File: config.mk
export PLATFORM = sky130hd
export DESIGN_NAME = pem_div
export DESIGN_NICKNAME = d
export VERILOG_FILES = /design/src/hw/rtl/pem_pkg.sv /design/src/hw/rtl/pem_div.sv
export SDC_FILE = /design/constraint.sdc
export NUM_CORES = 2
export LEC_CHECK = 0
export BUFFER_PORTS_ARGS = -buffer_cell sky130_fd_sc_hd__buf_2
export CORE_MARGIN = 5
export CORE_UTILIZATION = 40
export CTS_BUF_LIST = sky130_fd_sc_hd__clkbuf_4 sky130_fd_sc_hd__clkbuf_8 sky130_fd_sc_hd__clkbuf_16
export CTS_CLUSTER_SIZE = 16
export DETAILED_ROUTE_END_ITERATION = 10
export SLEW_MARGIN = 0
export SYNTH_ARGS = -nofsm -noshare
export SYNTH_HDL_FRONTEND = slang
export SYNTH_SLANG_ARGS = --single-unit
File: constraint.sdc
create_clock -name i_clk -period 13.3 [get_ports i_clk]
set_input_delay 1.995 -clock i_clk [delete_from_list [all_inputs] [get_ports i_clk]]
set_output_delay 1.995 -clock i_clk [all_outputs]
set_load 0.05 [all_outputs]
File: src/hw/rtl/pem_pkg.sv
package pem_pkg;

    // Sizes of the shape table.
    localparam int MAX_SHAPES = 8;
    localparam int ENV_SIZE   = 256;
    localparam int SHAPE_W    = 3;
    localparam int POS_W      = 8;
    localparam int ADDR_W     = SHAPE_W + POS_W;
    localparam int SMP_W      = 16;
    localparam int FRAC_W     = 16;
    localparam int CNT_W      = 4;
    localparam int REQ_W      = 2;

    // Ghost peak and stretch quotient are Q8.16.
    localparam int G_W        = 24;
    localparam int M_W        = 16;

    // Divider: two quotient bits per pipeline stage.
    localparam int DIV_BITS   = 2;
    localparam int DIV_STAGES = G_W / DIV_BITS;

    localparam logic [POS_W-1:0] ENV_LAST = POS_W'(ENV_SIZE - 1);
    localparam logic [CNT_W-1:0] MAX_CNT  = CNT_W'(MAX_SHAPES);

    // Request codes.
    localparam logic [REQ_W-1:0] REQ_WR_SAMPLE = 2'd0;
    localparam logic [REQ_W-1:0] REQ_WR_PEAK   = 2'd1;
    localparam logic [REQ_W-1:0] REQ_QUERY     = 2'd2;

endpackage

File: src/hw/rtl/pem_div.sv
// Pipelined restoring divider: q = (m << 32) / d, where the caller
// guarantees the quotient fits in G_W bits (m << 8 below d).
module pem_div import pem_pkg::*; (
    input  logic           i_clk,
    input  logic           i_en,
    input  logic [M_W-1:0] i_m,
    input  logic [G_W-1:0] i_d,
    output logic [G_W-1:0] o_q
);

    logic [G_W-1:0] r_rem [DIV_STAGES];
    logic [G_W-1:0] r_quo [DIV_STAGES];
    logic [G_W-1:0] r_div [DIV_STAGES];
    logic [G_W-1:0] n_rem [DIV_STAGES];
    logic [G_W-1:0] n_quo [DIV_STAGES];

    for (genvar s = 0; s < DIV_STAGES; s++) begin : g_stage
        logic [G_W-1:0] rem_in;
        logic [G_W-1:0] quo_in;
        logic [G_W-1:0] div_in;

        if (s == 0) begin : g_first
            assign rem_in = {i_m, (G_W-M_W)'(0)};
            assign quo_in = '0;
            assign div_in = i_d;
        end else begin : g_next
            assign rem_in = r_rem[s-1];
            assign quo_in = r_quo[s-1];
            assign div_in = r_div[s-1];
        end

        // Shift in a zero numerator bit, compare and subtract.
        always_comb begin
            logic [G_W:0] trial;
            n_rem[s] = rem_in;
            n_quo[s] = quo_in;
            for (int k = 0; k < DIV_BITS; k++) begin
                trial = {n_rem[s], 1'b0};
                if (trial >= {1'b0, div_in}) begin
                    n_rem[s] = G_W'(trial - {1'b0, div_in});
                    n_quo[s] = {n_quo[s][G_W-2:0], 1'b1};
                end else begin
                    n_rem[s] = trial[G_W-1:0];
                    n_quo[s] = {n_quo[s][G_W-2:0], 1'b0};
                end
            end
        end

        always_ff @(posedge i_clk) begin
            if (i_en) begin
                r_rem[s] <= n_rem[s];
                r_quo[s] <= n_quo[s];
                r_div[s] <= div_in;
            end
        end
    end

    assign o_q = r_quo[DIV_STAGES-1];

endmodule

==> impl_metrics.json <==
{
  "io_pins": 66,
  "slew_violations": 0,
  "timing.rr.start": "r_div[6][1]",
  "async_reset_ff_frac": 0,
  "critPathRequiredTime_ns": 13.74,
  "avgSynthCellArea_um2": 10.02,
  "n_fill_cell": 12580,
  "cts_root_buf": "clkbuf_16",
  "end_kind": "flip-flop",
  "dr.pass1.iters": 5,
  "detail-route-antenna-nets": 0,
  "antenna_cells": 0,
  "yosys.area.top_type": "edfxtp_1",
  "drive_gt1_frac": 0.1071,
  "worstHoldPathType": "reg2reg",
  "ctsHoldBuffers": 0,
  "cts_buffers": 83,
  "cp_max_fo": 24,
  "port_buffers": 65,
  "clk_latency_ns": 0.69,
  "grt_pass1_vias": 38170,
  "seq_area_frac_synth": 0.3864,
  "rows": 133,
  "yosys_register_bits": 684,
  "status": "finished clean",
  "grt_setup_unrepaired": "false",
  "finalNetCount": 6009,
  "r2r_slack_ns": 6.06,
  "min_from": "r_quo[1][1]",
  "routabilityCongestion": 0.8930,
  "min_period_over_period": 0.6036,
  "crit_type": "in2reg",
  "cts_tree": "done",
  "clock_sinks": 684,
  "fin_tns_setup_ns": 0,
  "vias_per_cell": 5.537,
  "drt-initial-drc-count": 2981,
  "finalSetupViolations": 0,
  "avgRoutedWirePerCell_um": 18.58,
  "antenna_found_initial": 1,
  "slew_headroom": 0.2196,
  "fmax_mhz": 124.6,
  "hold_end": "r_quo[1][27]",
  "synth_cell_types": 92,
  "hold_path_depth": 0,
  "synth_top_area_frac": 0.3864,
  "synth_edf_count": 684,
  "num_vias": 39950,
  "syn_inst": 5304,
  "final_core_util": 0.4431,
  "hold_violations": 0,
  "dieArea_mm2": 0.1403,
  "fp.coreArea_mm2": 0.1318,
  "die_w_um": 374.5,
  "yosys-top-cells-count": "edfxtp_1, ha_1, a21oi_1, inv_1, nor2_1",
  "cts-htree-levels": 3,
  "routed_wl_um": 134100,
  "overflow": 0,
  "finalClockSkew_ns": 0.04720,
  "synth_warnings": 0,
  "start_util": 0.4033,
  "grt_max_degree": 194,
  "critPathLaunchType": "primary input",
  "synth_ff_type": "edfxtp_1",
  "grt_pass1_wl_um": 210800,
  "cts_setup_buffers": 0,
  "die_height_um": 374.5,
  "cts_resized": 0,
  "drc": 0,
  "worstMarginPinSlew_ns": 1.171,
  "synth_area_leaders": "edfxtp_1, ha_1, mux2_2",
  "path_clk_slew_ns": 0.06,
  "r2r-end": "r_rem[7][8]",
  "hpwlAfterDp_um": 105300,
  "arrival_ns": 8.47,
  "maxCapViolCount": 0,
  "synth_fp_nets": 5914,
  "grt_usage": 0.1847,
  "yosys.cell_count.top_type": "edfxtp_1",
  "clk_path_buf_depth": 3,
  "fin_crit_ns": 8.027,
  "reg2regPathDepth": 22,
  "syn_area_mm2": 0.05315,
  "syn_to_final_growth_pct": 9.863
}
[cell type report]
class,instances,area [um2],share of cell area
flip-flops and latches,684,20540,0.3517
repair buffers,93,558.0,0.009556
clock buffers,93,2152,0.03685
inverters,432,1622,0.02777
multi-input cells,4105,30660,0.5250
clock inverters,53,671.9,0.01151
well taps,1755,2196,0.03760
[cell usage in the layout, fill, tap and decap left out, drive strengths merged, types with 65 or more instances in the layout]
cell type	instances
ha	557
xnor2	283
mux2	307
nand2b	65
buf	93
o21ai	304
nor2	359
a21o	202
a21oi	437
edfxtp	684
nor3	82
nor2b	70
o21a	112
clkbuf	93
inv	433
xor2	161
nand2	334
nand4	71
nand3	82
[metrics by stage]
| step | hold WS (ns) | instances | setup slack (ns) | area (um2) |
|---|---|---|---|---|
| floorplan | 0.4003 | 5304 | 6.419 | 53150 |
| global placement | 0.4013 | 7069 | 4.730 | 55570 |
| detailed placement | 0.4045 | 7069 | 4.636 | 55570 |
| CTS | 0.4016 | 7215 | 5.393 | 58390 |
| global route | 0.4092 | 7215 | 4.965 | 58390 |
| finish | 0.4098 | 7215 | 5.273 | 58390 |
[registers in the layout (all words and copies together) (netlist names)]
register	cells
r_div	264
r_rem	264
r_quo	156
[cells by family after synthesis]
logic type / after synthesis / share of synthesized area
xor+xnor: 444 / 0.07316
buf+inv: 515 / 0.03766
flops: 684 / 0.3864
mux: 334 / 0.07133
compound gates: 1481 / 0.1791
simple gates: 1278 / 0.1170
fa+ha+maj: 568 / 0.1353
[metal layers]
| layer | track usage | routed length (um) |
|---|---|---|
| met4 | 0.05301 | 3825 |
| met2 | 0.3024 | 61450 |
| met5 | 0 | 13 |
| met3 | 0.02382 | 5547 |
| met1 | 0.2571 | 63250 |
[critical path, stage by stage]
cell,delay (ns)
buf_2,0.11
or3_1,0.49
or4_4,0.49
o31a_1,0.35
o31a_1,0.33
o21a_1,0.22
a21oi_2,0.15
a21boi_1,0.08
buf_4,0.23
inv_1,0.51
and2_1,0.24
ha_1,0.27
o21a_1,0.14
o21ai_0,0.29
a31oi_1,0.21
o21ai_0,0.60
o211ai_1,0.19
a21o_1,0.25
a21oi_4,0.87
mux2_2,0.42
[how the worst max path moves through the flow]
stage,start,to,slack (ns),cells past startpoint
finish,i_d[4],r_rem[0][2],5.27,20
global route,i_d[2],r_rem[0][1],4.96,20
CTS,i_d[4],r_rem[0][2],5.39,20
detailed placement,i_d[4],r_rem[0][2],4.64,20
global placement,i_d[2],r_rem[0][2],4.73,20
floorplan,i_d[4],r_rem[0][10],6.42,21
Power is not shown: default switching activity piles up to over one toggle a cycle in this logic, so the estimate is an artifact.
